### src/hw/rtl/lmsc_pkg.sv
// Shared types and constants for the letter multiset spell check block.
// No dependencies; imported by all lmsc modules and the top level.
package lmsc_pkg;

  localparam int PHRASE_MAX_DEF = 16;   // default phrase capacity
  localparam int CHAR_W         = 8;
  localparam int PHRASE_BITS    = 16 * CHAR_W;
  localparam int CFG_DATA_W     = 64;
  localparam int CFG_INDEX_W    = 2;
  localparam int FOUND_W        = 5;
  localparam int LENGTH_W       = 8;
  localparam int VERDICT_W      = 2;
  localparam int USED_W         = 16;

  // configuration register indexes
  localparam logic [CFG_INDEX_W-1:0] REG_CHARS_LOW  = 2'd0;
  localparam logic [CFG_INDEX_W-1:0] REG_CHARS_HIGH = 2'd1;
  localparam logic [CFG_INDEX_W-1:0] REG_LENGTH     = 2'd2;

  typedef enum logic [VERDICT_W-1:0] {
    VERDICT_FULL    = 2'd0,
    VERDICT_PARTIAL = 2'd1,
    VERDICT_NONE    = 2'd2
  } verdict_t;

  typedef struct packed {
    logic [FOUND_W-1:0]  found;
    logic [LENGTH_W-1:0] length;
    verdict_t            verdict;
    logic [USED_W-1:0]   used;
  } result_t;

endpackage

### src/hw/rtl/lmsc_match.sv
// Phrase position match: parallel byte compares and lowest-index pick.
// Depends on lmsc_pkg.
module lmsc_match #(
  parameter int PHRASE_MAX = lmsc_pkg::PHRASE_MAX_DEF
) (
  input  logic [lmsc_pkg::PHRASE_BITS-1:0] phrase,
  input  logic [4:0]                       phrase_length,
  input  logic [PHRASE_MAX-1:0]            used_mask,
  input  logic [lmsc_pkg::CHAR_W-1:0]      letter,
  output logic                             hit,
  output logic [PHRASE_MAX-1:0]            pick
);
  import lmsc_pkg::*;

  logic [4:0]            len_eff;
  logic [PHRASE_MAX-1:0] cand;

  // lengths above capacity act as full capacity
  assign len_eff = (phrase_length > 5'(PHRASE_MAX)) ? 5'(PHRASE_MAX) : phrase_length;

  always_comb begin
    for (int pos = 0; pos < PHRASE_MAX; pos++) begin
      cand[pos] = (5'(pos) < len_eff) && !used_mask[pos] &&
                  (phrase[pos*CHAR_W +: CHAR_W] == letter);
    end
  end

  // isolate lowest set bit
  assign pick = cand & (~cand + PHRASE_MAX'(1));
  assign hit  = |cand;

endmodule

### src/hw/rtl/lmsc_word_state.sv
// Per-word state: used mask, found and length counters, result formation.
// Depends on lmsc_pkg.
module lmsc_word_state #(
  parameter int PHRASE_MAX = lmsc_pkg::PHRASE_MAX_DEF
) (
  input  logic                    clk,
  input  logic                    rst,
  input  logic                    step,
  input  logic                    last,
  input  logic                    hit,
  input  logic [PHRASE_MAX-1:0]   pick,
  output logic [PHRASE_MAX-1:0]   used_mask,
  output lmsc_pkg::result_t       result
);
  import lmsc_pkg::*;

  logic [PHRASE_MAX-1:0] used_mask_next;
  logic [FOUND_W-1:0]    found_count;
  logic [FOUND_W-1:0]    found_count_next;
  logic [LENGTH_W-1:0]   length_count;
  logic [LENGTH_W-1:0]   length_count_next;
  logic [PHRASE_MAX-1:0] mask_upd;
  logic [FOUND_W-1:0]    found_upd;
  logic [LENGTH_W-1:0]   length_upd;

  assign mask_upd   = used_mask | pick;
  assign found_upd  = found_count + FOUND_W'(hit);
  assign length_upd = (length_count == '1) ? length_count : length_count + LENGTH_W'(1);

  always_comb begin
    result.found  = found_upd;
    result.length = length_upd;
    result.used   = USED_W'(mask_upd);
    if (LENGTH_W'(found_upd) == length_upd) begin
      result.verdict = VERDICT_FULL;
    end else if (found_upd != '0) begin
      result.verdict = VERDICT_PARTIAL;
    end else begin
      result.verdict = VERDICT_NONE;
    end
  end

  always_comb begin
    used_mask_next    = used_mask;
    found_count_next  = found_count;
    length_count_next = length_count;
    if (step) begin
      if (last) begin
        used_mask_next    = '0;
        found_count_next  = '0;
        length_count_next = '0;
      end else begin
        used_mask_next    = mask_upd;
        found_count_next  = found_upd;
        length_count_next = length_upd;
      end
    end
  end

  always_ff @(posedge clk) begin
    if (rst) begin
      used_mask    <= '0;
      found_count  <= '0;
      length_count <= '0;
    end else begin
      used_mask    <= used_mask_next;
      found_count  <= found_count_next;
      length_count <= length_count_next;
    end
  end

  a_pick_onehot: assert property (@(posedge clk) disable iff (rst)
    step |-> $onehot0(pick))
    else $error("pick selects more than one position");

  a_pick_unused: assert property (@(posedge clk) disable iff (rst)
    step |-> ((pick & used_mask) == '0))
    else $error("pick hits a position already used");

  a_count_mask: assert property (@(posedge clk) disable iff (rst)
    $countones(used_mask) == int'(found_count))
    else $error("found count disagrees with used mask");

endmodule

### src/hw/rtl/letter_multiset_spell_check_core.sv
// Letter multiset spell check: one letter per item, one result per word
// (on the item flagged last_letter). Each letter claims the lowest unused
// phrase position holding the same byte. An item is held in an input
// register; when it leaves it, the compare/pick and counter update load the
// result register, which holds a word's result once its last item leaves
// the input register. A new item is accepted every cycle; only a word-ending
// item waits, and only while the result register is full and stalled.
// The user must write configuration only while idle; the block does not enforce it.
// Depends on lmsc_pkg, lmsc_match, lmsc_word_state.
module letter_multiset_spell_check_core #(
  parameter int PHRASE_MAX = lmsc_pkg::PHRASE_MAX_DEF
) (
  input  logic                               clk,
  input  logic                               rst,
  input  logic                               cfg_write,
  input  logic [lmsc_pkg::CFG_INDEX_W-1:0]   cfg_index,
  input  logic [lmsc_pkg::CFG_DATA_W-1:0]    cfg_data,
  input  logic                               in_valid,
  output logic                               in_stall,
  input  logic [lmsc_pkg::CHAR_W-1:0]        letter,
  input  logic                               last_letter,
  output logic                               out_valid,
  input  logic                               out_stall,
  output logic [lmsc_pkg::FOUND_W-1:0]       letters_found,
  output logic [lmsc_pkg::LENGTH_W-1:0]      word_length,
  output logic [lmsc_pkg::VERDICT_W-1:0]     verdict,
  output logic [lmsc_pkg::USED_W-1:0]        used_positions
);
  import lmsc_pkg::*;

  logic [CFG_DATA_W-1:0] chars_low;
  logic [CFG_DATA_W-1:0] chars_high;
  logic [4:0]            phrase_len;

  logic                  s1_valid;
  logic                  s1_valid_next;
  logic [CHAR_W-1:0]     s1_letter;
  logic                  s1_last;
  logic                  take;
  logic                  advance;
  logic                  out_valid_next;

  logic                  hit;
  logic [PHRASE_MAX-1:0] pick;
  logic [PHRASE_MAX-1:0] used_mask;
  result_t               result;
  result_t               out_reg;

  // configuration registers
  always_ff @(posedge clk) begin
    if (rst) begin
      chars_low  <= '0;
      chars_high <= '0;
      phrase_len <= '0;
    end else if (cfg_write) begin
      case (cfg_index)
        REG_CHARS_LOW:  chars_low  <= cfg_data;
        REG_CHARS_HIGH: chars_high <= cfg_data;
        REG_LENGTH:     phrase_len <= cfg_data[4:0];
        default:        ;
      endcase
    end
  end

  // non-last items need no result slot, so they never wait on the output
  assign advance  = s1_valid && (!s1_last || !out_valid || !out_stall);
  assign in_stall = s1_valid && !advance;
  assign take     = in_valid && !in_stall;

  always_comb begin
    s1_valid_next = s1_valid;
    if (take) begin
      s1_valid_next = 1'b1;
    end else if (advance) begin
      s1_valid_next = 1'b0;
    end
  end

  always_comb begin
    out_valid_next = out_valid;
    if (advance && s1_last) begin
      out_valid_next = 1'b1;
    end else if (!out_stall) begin
      out_valid_next = 1'b0;
    end
  end

  always_ff @(posedge clk) begin
    if (rst) begin
      s1_valid  <= 1'b0;
      out_valid <= 1'b0;
    end else begin
      s1_valid  <= s1_valid_next;
      out_valid <= out_valid_next;
    end
  end

  always_ff @(posedge clk) begin
    if (take) begin
      s1_letter <= letter;
      s1_last   <= last_letter;
    end
    if (advance && s1_last) begin
      out_reg <= result;
    end
  end

  lmsc_match #(
    .PHRASE_MAX(PHRASE_MAX)
  ) u_match (
    .phrase        ({chars_high, chars_low}),
    .phrase_length (phrase_len),
    .used_mask     (used_mask),
    .letter        (s1_letter),
    .hit           (hit),
    .pick          (pick)
  );

  lmsc_word_state #(
    .PHRASE_MAX(PHRASE_MAX)
  ) u_word_state (
    .clk       (clk),
    .rst       (rst),
    .step      (advance),
    .last      (s1_last),
    .hit       (hit),
    .pick      (pick),
    .used_mask (used_mask),
    .result    (result)
  );

  assign letters_found  = out_reg.found;
  assign word_length    = out_reg.length;
  assign verdict        = out_reg.verdict;
  assign used_positions = out_reg.used;

  a_found_le_length: assert property (@(posedge clk) disable iff (rst)
    out_valid |-> (FOUND_W'(letters_found) <= FOUND_W'(16)) &&
                  (LENGTH_W'(letters_found) <= word_length))
    else $error("more letters found than letters in word");

  a_full_verdict: assert property (@(posedge clk) disable iff (rst)
    (out_valid && verdict == VERDICT_FULL) |-> (LENGTH_W'(letters_found) == word_length))
    else $error("full verdict with unmatched letters");

  a_used_count: assert property (@(posedge clk) disable iff (rst)
    out_valid |-> ($countones(used_positions) == int'(letters_found)))
    else $error("used positions disagree with letters found");

endmodule

### config.mk
export PLATFORM = sky130hd
export DESIGN_NAME = letter_multiset_spell_check_core
export DESIGN_NICKNAME = d
export VERILOG_FILES = /design/src/hw/rtl/lmsc_pkg.sv /design/src/hw/rtl/lmsc_match.sv /design/src/hw/rtl/lmsc_word_state.sv /design/src/hw/rtl/letter_multiset_spell_check_core.sv
export SDC_FILE = /design/constraint.sdc
export NUM_CORES = 1
export LEC_CHECK = 0
export ABC_AREA = 1
export BUFFER_PORTS_ARGS = -buffer_cell sky130_fd_sc_hd__buf_2
export CAP_MARGIN = 0
export CORE_AREA = 2 2 165 167
export CTS_CLUSTER_SIZE = 25
export DETAILED_ROUTE_END_ITERATION = 7
export DIE_AREA = 0 0 167 169
export PLACE_DENSITY = 0.58
export RECOVER_POWER = 50
export SLEW_MARGIN = 20
export SYNTH_ARGS = -nofsm -noshare
export SYNTH_HDL_FRONTEND = slang
export SYNTH_SLANG_ARGS = --single-unit
### constraint.sdc
create_clock -name clk -period 2.88 [get_ports clk]
set_input_delay 0.864 -clock clk [delete_from_list [all_inputs] [get_ports clk]]
set_output_delay 0.864 -clock clk [all_outputs]
set_load 0.005 [all_outputs]
# Word level (Yosys, flattened, before mapping)
# Index checks and enable logic that the tools add are counted.
# totals
elab_cells	134
regBits	204
out_inout_bits	33
# classes
reduce_logical	66
n_eq_ne	21
add_sub_neg	3
muxes	10
order_cmp	17
bitwise	3
# ops
cell	count
$eq A8 B8 Y1	16
$lt A4 B5 Y1 const A	8
$logic_and A1 B1 Y1	36
$logic_not A1 Y1	21
$lt A3 B5 Y1 const A	4
$add A16 B1 Y16 const B	1
$and A16 B16 Y16	1
$mux W16	1
$mux W8	2
$not A16 Y16	1
$or A16 B16 Y16	1
$reduce_or A16 Y1	1
$lt A1 B5 Y1 const A	2
$lt A2 B5 Y1 const A	2
$mux W5	2
$add A8 B1 Y8 const B	1
$eq A5 B8 Y1	1
$eq A8 B8 Y1 const B	1
$reduce_and A2 Y1	3
$add A5 B1 Y5	1
$gt A5 B5 Y1 const B	1
$reduce_bool A5 Y1	1
$mux W1	4
$eq A2 B1 Y1 const B	1
6 further kinds	7

# Depth between registers and ports, before layout
# Gate-level depths: netlist of run 1.
# logic_depth
ltp_word	10
depth_mapped	22
ltp_nobuf	21

# Cells and area by module
# A second synthesis of run 1 with hierarchy kept.
# unflattened
hier_cells	1857
area_unflattened_um2	11906.4
# by_module_without_submodules
module	n_inst	seq_area_each_um2	area_each_um2	cells_per_inst
letter_multiset_spell_check_core	1	3903.7	6959.2	918
lmsc_match	1	0.0	3264.4	676
lmsc_word_state	1	580.6	1682.9	263

# Worst setup path after synthesis of run 1
# OpenSTA, ideal clock, no wires.
# synth_timing
path_type	register to register
from	register s1_letter[0]
to	register out_reg (netlist bit verdict[0]), data pin
path_stages_with_launch	22
path_slack_ns	0.091
arrival_time_ns	2.534
path_buffers	2
cell_sequence	edfxtp_1 buf_4 inv_2 buf_6 nand2_1 nand4_1 nor2_1 nand3_1 nand2_1 nor2_4 nand2_2 nor3_1 nand3_1 ha_1 ha_1 nand3_1 xor2_1 inv_1 nand3_1 nand4_1 nor2_1 nor2_1
# synth_lines
element	line	text
start: declaration	letter_multiset_spell_check_core.sv:37	logic [CHAR_W-1:0] s1_letter;
start signal: assignment	letter_multiset_spell_check_core.sv:100	s1_letter <= letter;
end signal: assignment	letter_multiset_spell_check_core.sv:104	out_reg <= result;
end: declaration	letter_multiset_spell_check_core.sv:47	result_t out_reg;

==> results, run 1 <==
- The setup violation total in the final timing report is 4.
- The number of clock buffers added by TritonCTS is 23.
- Setup repair after global routing could not meet its margin everywhere.
- After layout, the worst setup slack is -162 ps.
- Global routing finished with a remaining overflow of 0.
- Routability-driven placement finished with a final weighted congestion of 0.940.
- The number of failing hold endpoints at the final stage is 0.
- The filler cells instantiated in the layout total 2667.
- Power spread over the standard cell area amounts to 544 nW/µm².
- The run finished, with violations left.
- The number of H-tree levels is 1.
- After clock tree synthesis, the clock-pin slew on the worst setup and hold paths is 60 ps.
- The clock tree root buffer cell is clkbuf_16.
- The final route contains 10000 vias.
- The area of the core is 26500 µm².
- The height of the die is 169 µm.
- The clock tree from TritonCTS is done.
- The class of the tightest hold or removal check is flip-flop to flip-flop.
- The worst setup path is launched from a flip-flop.
- The post-detailed-route via-to-cell ratio is 4.88.
- The mean instance size in the synthesized netlist is 7.05 µm².
- The critical path arrival is 3320 ps.
- The synthesized instance count is 1473.
- Based on the critical path, the design can be clocked at up to 329 MHz.
- The fraction of layout instances using a drive strength above 1 is 21.3%.
- The DRC violations left is 0.
- During synthesis, Yosys emitted a total of 0 warnings.
- Summed over all cells, the static leakage comes to 0.00595 µW.
- Counting every sink on the clock net gives 204.
- The post-route clock skew is 26.4 ps.
- The sequential share of the synthesized area is 43.2%.
- The checks that failed: setup timing.
- The antenna diode instance count is 0.
- The mean routed wirelength per cell is 16.0 µm.
- The die extent in x is 167 µm.
- The required time reported for the critical path endpoint is 3160 ps.
- The number of antenna violations at the first check in global routing is 0.
- The post-synthesis net count is 1556.
- The clock insertion delay at the later pin of the skew report is 530 ps.
- The final core area utilization is 49.9%.
- Across every metal layer, demand over resource in global routing totals 23.0%.
- The first global-routing pass estimated 51500 µm of wire.
- The post-route fraction of the period consumed by the critical path is 106%.
- The longest clock path from root to sink contains 3 buffers.
- Along the worst path, the maximum fanout reaches 6.
- The count of cells in the finished layout, fillers not included, comes to 2057.
- Once detail routing completed, the nets flagged for antenna violations numbered 0.
- Prior to clock tree synthesis, the placed netlist has a worst setup slack of -413 ps.
- The count of final max-slew check failures is 0.
- The sequential standard cell area is 4480 µm².
- The capturing element type of the critical path is a flip-flop.
- Adding up every negative setup slack in the final design gives -596 ps.
- The number of iterations in the first detailed-routing pass is 5.
- Leaving out fill and tap cells, the most frequent cells in the layout are nand2_1, nor2_1, dfxtp_1.
- At the end of the flow, the number of nets in the layout was 1782.
- The floorplan has 60 rows.
- After detailed routing, the total wire length is 32900 µm.
- The number of placed instances, taps included, is 1992.
- The worst IR drop on VDD is 0.434 mV.
- In this run the count of I/O pins placed on the die edge is 113.
- At the pin with the least slew margin, the transition time is 1400 ps.
- The initial standard-cell utilization of the core is 39.2%.
- The violation count after the first detailed-route iteration is 799.
- The type of the worst setup path is flip-flop to flip-flop.
- The number of maximum-capacitance violations is 0.
- Summing every instance area after synthesis gives 10400 µm².
- Synthesis inferred 204 register bits.
- The area overhead of the layout relative to synthesis is 27.3%.
- Entering global routing, the biggest net connects 108 pins.
- The via count of the first global-routing pass came to 9572.
- The count of buffers added on input and output ports is 112.
- The area of the multi-input gates is 5060 µm².
- The floorplan step defined a die boundary enclosing 28200 µm².
- Measured against its own limit, the worst slew margin works out to 6.89%.
- The HPWL after detailed placement is 24000 µm.
- The library cell used most frequently in the layout, excluding fill and tap cells, is nand2_1.
- Subtracting the final worst setup slack from the clock period gives 3040 ps.
- The distinct cell type count after synthesis is 37.
-- report_power, final --
group | switching, µW | internal [µW]
combinational | 553 | 400
clock | 1230 | 1910
sequential | 78.2 | 3020
total | 1860 | 5330
-- state kept, by name, summed over array words and instances, names as in the netlist --
register and cells:
out_valid 1, s1_last 1, u_word_state.found_count 5, u_word_state.length_count 8, s1_letter 8, u_word_state.used_mask 16, phrase_len 5, s1_valid 1
letters_found 5, chars_high 64, chars_low 64, verdict 2, word_length 8, used_positions 16
-- synthesized netlist by cell type --
master,number,area [µm²]
a211oi_1,1,7.51
buf_6,16,180
dfxtp_1,164,3280
inv_2,11,41.3
a21oi_2,1,8.76
nand2_1,368,1380
o21ai_2,3,26.3
o21ai_0,147,736
clkinv_1,1,3.75
xor2_1,12,105
nor2_4,4,45.0
or2_0,1,6.26
nand3b_1,3,22.5
o21bai_2,1,11.3
buf_2,2,10.0
clkbuf_1,45,169
ha_1,3,37.5
inv_4,4,25.0
nand2_2,9,56.3
o21ai_1,4,20.0
nand3_1,45,225
nand3_2,6,60.1
nor2_1,222,833
buf_4,6,45.0
nor2_2,8,50.1
a21oi_1,120,601
nand3b_4,1,20.0
xnor2_1,48,420
inv_1,140,526
nor3_1,7,35.0
and2_1,6,37.5
nand4_1,18,113
o211ai_1,3,22.5
edfxtp_1,40,1200
nand4_2,1,12.5
nor3b_1,1,7.51
or2_2,1,6.26
-- final timing paths --
path / cells after the start / endpoint / start / slack, ps
worst max-delay path: 19 / verdict[0]$_SDFFCE_PN0P_ / s1_letter[1]$_DFFE_PP_ / -160
worst min-delay path: 2 / chars_low[19]$_SDFFE_PP0P_ / chars_low[19]$_SDFFE_PP0P_ / 470
worst max register to register: 19 / verdict[0]$_SDFFCE_PN0P_ / s1_letter[1]$_DFFE_PP_ / -160
worst min register to register: 2 / chars_low[19]$_SDFFE_PP0P_ / chars_low[19]$_SDFFE_PP0P_ / 470
-- layout make-up --
class,count,share of cell area (%)
clock buffer,24,4.38
clock inverter,18,1.66
inverter,156,4.60
multi-input combinational,1044,38.2
sequential,204,33.9
tap,341,3.23
timing repair buffer,269,14.0
timing repair inverter,1,0.0378
-- through the flow --
stage	instance area (µm²)	hold WS, ps	power [µW]
CTS	13200	469	7240
floorplan	10400	435	3680
global route	13200	482	7500
finish	13200	467	7190
global placement	12100	454	4060
detailed placement	12100	458	4070
-- routing by layer --
metal	part of all wire, %	global-route usage (%)	routed length [µm]
met1	47	31.7	15500
met2	45	37.6	14700
met3	5.5	3.41	1820
met4	2.6	6.48	839
met5	0	0	0
-- critical path, cell delays in order, from the launching register on --
cell and delay (ps):
edfxtp_1 570, clkbuf_16 260, xnor2_1 120, nand2_1 60
nor2_1 50, nand3_2 90, nand2_2 90, nor2_4 130
nand2_2 70, nor3_2 130, nand3_2 140, ha_4 200
ha_4 160, nand3_2 70, xor2_1 180, inv_1 80
nand3_1 90, nand4_1 100, nor2_2 150, nor2_1 60
-- kinds of logic after synthesis --
kind of cell             synth area share [%]
AO/OA/AOI/OAI                            13.8
buffers and inverters                    9.62
flip-flops                               43.2
AND/OR/NAND/NOR                          28.0
XOR/XNOR                                 5.06
adder cells (fa/ha/maj)                 0.361
-- repair_timing --
action | in CTS | in global routing
cloned | 0 | 2
gates resized for setup | 31 | 18
buffers inserted | 16 | 6
endpoints found under the setup margin | 5 | 9
hold buffers | 0 | 0
pin swaps | 11 | 16
No activity file was read; power rests on OpenSTA's default activity.
==> inputs of run 2 (changes only) <==
- PLACE_DENSITY: 0.58 -> 0.56
- clock period: 2.88 -> 2.85 ns (I/O delays scaled with it)
==> run 2 against run 1 <==
Effect of this change:
- the run still ends with setup timing left
- clock skew increased by 4.0 ps
- die area unchanged
- clock-buffer cell count rose by 2
- via count increased by 2.1%
- routed wire length grew 2.3%
- hold slack about the same
- cell count increased by 1.4%
- maximum frequency grew 0.17%
- register-to-register slack worse by 20 ps
- global-route usage up 0.34 points
- critical path depth is 1 higher
- sequential share of layout area is 0.77 points lower
==> results, run 2 (synthesis results as in run 1) <==
- The number of rows created at floorplan is 60.
- The number of port buffers is 112.
- The number of failing hold endpoints at the final stage came to 0.
- For this block, the routed nets add up to 33700 µm of wire.
- The mean routed wirelength per cell is 16.1 µm.
- STA puts the critical path data required time at 3150 ps.
- The time the final worst path needs with I/O delays and setup is 3040 ps.
- The height of the die is 169 µm.
- The worst IR drop on VDD is 0.382 mV.
- The HPWL after detailed placement is 24000 µm.
- The tightest min-delay check is of the flip-flop to flip-flop type.
- The post-placement cell count is 2012.
- In the layout the commonest cells are nand2_1, nor2_1, dfxtp_1.
- Across the run, the number of max-cap violations was 0.
- TritonCTS built the clock tree.
- After the first detailed-routing iteration, the DRC count stood at 711.
- The die extent in x is 167 µm.
- The via count is 10300.
- The longest clock path from root to sink contains 3 buffers.
- The post-layout net count is 1810.
- The count of final max-slew check failures is 0.
- After detailed placement, the total cell area comes to 12200 µm².
- The critical path arrival is 3330 ps.
- The number of iterations in the first detailed-routing pass is 7.
- The first global-routing pass estimated 52100 µm of wire.
- Power spread over the standard cell area amounts to 551 nW/µm².
- The analysis attributes to cell leakage a power of 0.00616 µW.
- The post-detailed-route via-to-cell ratio is 4.92.
- In the finished design, the share of the clock period the worst path needs comes to 107%.
- The number of non-filler instances in the completed layout is 2086.
- In this run the number of H-tree levels came out at 1.
- The final reports fail on setup timing.
- The number of antenna diodes in the final layout is 0.
- At the end of routability-driven placement, the weighted congestion stood at 0.912.
- The largest registers in the layout are chars_high: 64 flops, chars_low: 64 flops.
- The number of clock buffers added by TritonCTS is 24.
- The initial standard-cell utilization of the core is 39.2%.
- For this run, the share of the core covered by cells in the final layout is 51.1%.
- The biggest fanout along the worst timing path is 5.
- The depth of the most critical reg-to-reg path is 20.
- The DRC violations left is 0.
- The worst hold path stage count is 2.
- Derived from the worst setup path, the maximum achievable clock frequency is 329 MHz.
- The clock insertion delay at the later pin of the skew report is 540 ps.
- The via count of the first global-routing pass is 9558.
- Setup slack on the critical path of the routed design comes to -187 ps.
- The total design power is 7460 µW.
- The die covers 28200 µm².
- The global-route usage over all layers is 23.3%.
- After routing the design area is 13500 µm².
- The setup path with the least slack is of type flip-flop to flip-flop.
- Entering global routing, the biggest net connects 108 pins.
- For this run the aggregate overflow at the end of global routing stands at 0.
- The remaining antenna violation count is 0.
- Setup violations remaining at the end of the flow were counted as 4.
- In this run the count of I/O pins placed on the die edge is 113.
- The post-route clock skew is 30.4 ps.
- For the pin with the worst max-slew slack, the measured transition is 1350 ps.
- Setup repair after global routing could not meet its margin everywhere.
- The library cell used most frequently in the layout, excluding fill and tap cells, is nand2_1.
- The number of antenna violations at the first check in global routing is 0.
- The capturing element type of the critical path is a flip-flop.
- Measured against its own limit, the worst slew margin works out to 10.1%.
- STA classifies the critical path startpoint as a flip-flop.
- After clock tree synthesis, the clock-pin slew on the worst setup and hold paths is 60 ps.
- The area overhead of the layout relative to synthesis is 30.3%.
- In this run the standard cell core region covers 26500 µm².
- The flow ran to the end, but the final reports show violations.
- Of the cells placed in the final design, the portion with a size suffix greater than 1 is 24.3%.
- The clock drives 204 sinks.
- The root buffer cell chosen for the clock tree is clkbuf_16.
## run 2: changes by cell type in the layout (fill, tap and decap cells not counted), sizes merged
cell      before  now
buf          241  285
clkbuf        52   37
clkinv        14   11
clkinvlp       1    4
## run 2: worst paths after layout
check | startpoint | slack [ps] | to
worst min register to register | chars_high[61]$_SDFFE_PP0P_ | 470 | chars_high[61]$_SDFFE_PP0P_
worst max-delay path | s1_letter[6]$_DFFE_PP_ | -190 | verdict[0]$_SDFFCE_PN0P_
worst max register to register | s1_letter[6]$_DFFE_PP_ | -190 | verdict[0]$_SDFFCE_PN0P_
worst min-delay path | chars_high[61]$_SDFFE_PP0P_ | 470 | chars_high[61]$_SDFFE_PP0P_
## run 2: critical path, stage by stage, from the launching register on
cell	delay, ps
edfxtp_1	560
clkinv_4	190
nand2_4	90
nand2_2	60
nand2_2	80
nor2_2	50
nand3_2	100
nand2_2	80
nor2_4	120
nand2_2	90
nor3_4	150
nand3_2	130
ha_4	190
ha_4	160
nand3_2	70
xor2_1	190
inv_1	90
nand3_1	80
nand4_1	120
nor2_2	140
nor2_1	50
## run 2: metrics by stage
step | hold WS, ps | setup slack (ps) | TNS, ps
finish | 467 | -187 | -663
global route | 483 | -352 | -1210
CTS | 467 | -206 | -447
detailed placement | 458 | -337 | -744
global placement | 452 | -300 | -654
floorplan | 435 | 61.3 | 0
## run 2: timing repair
item,CTS,global route
pin swaps,22,32
hold buffers,0,0
buffers inserted,22,8
setup endpoints to repair,4,9
cloned,1,2
resized for setup,28,43
## run 2: power breakdown
| part | switching [µW] | internal (µW) | leakage [µW] |
|---|---|---|---|
| clock network | 1310 | 2030 | 0.000411 |
| logic | 577 | 420 | 0.00401 |
| registers | 73.8 | 3060 | 0.00173 |
## run 2: cell type report
type	instances	area, µm²
timing repair inverter	1	8.76
sequential	204	4480
tap	341	427
timing repair buffer	296	2040
fill	2611	13000
multi-input combinational	1044	5100
inverter	156	613
clock inverter	18	239
clock buffer	26	618
## run 2: routing by layer
metal  vias to the layer above  wire length, µm  track usage [%]
met4                         0             1000             7.23
met2                       312            14900             37.6
met5                         -                0                0
met3                        60             2090             3.58
met1                      4691            15700             32.3
li1                       5191                -                -
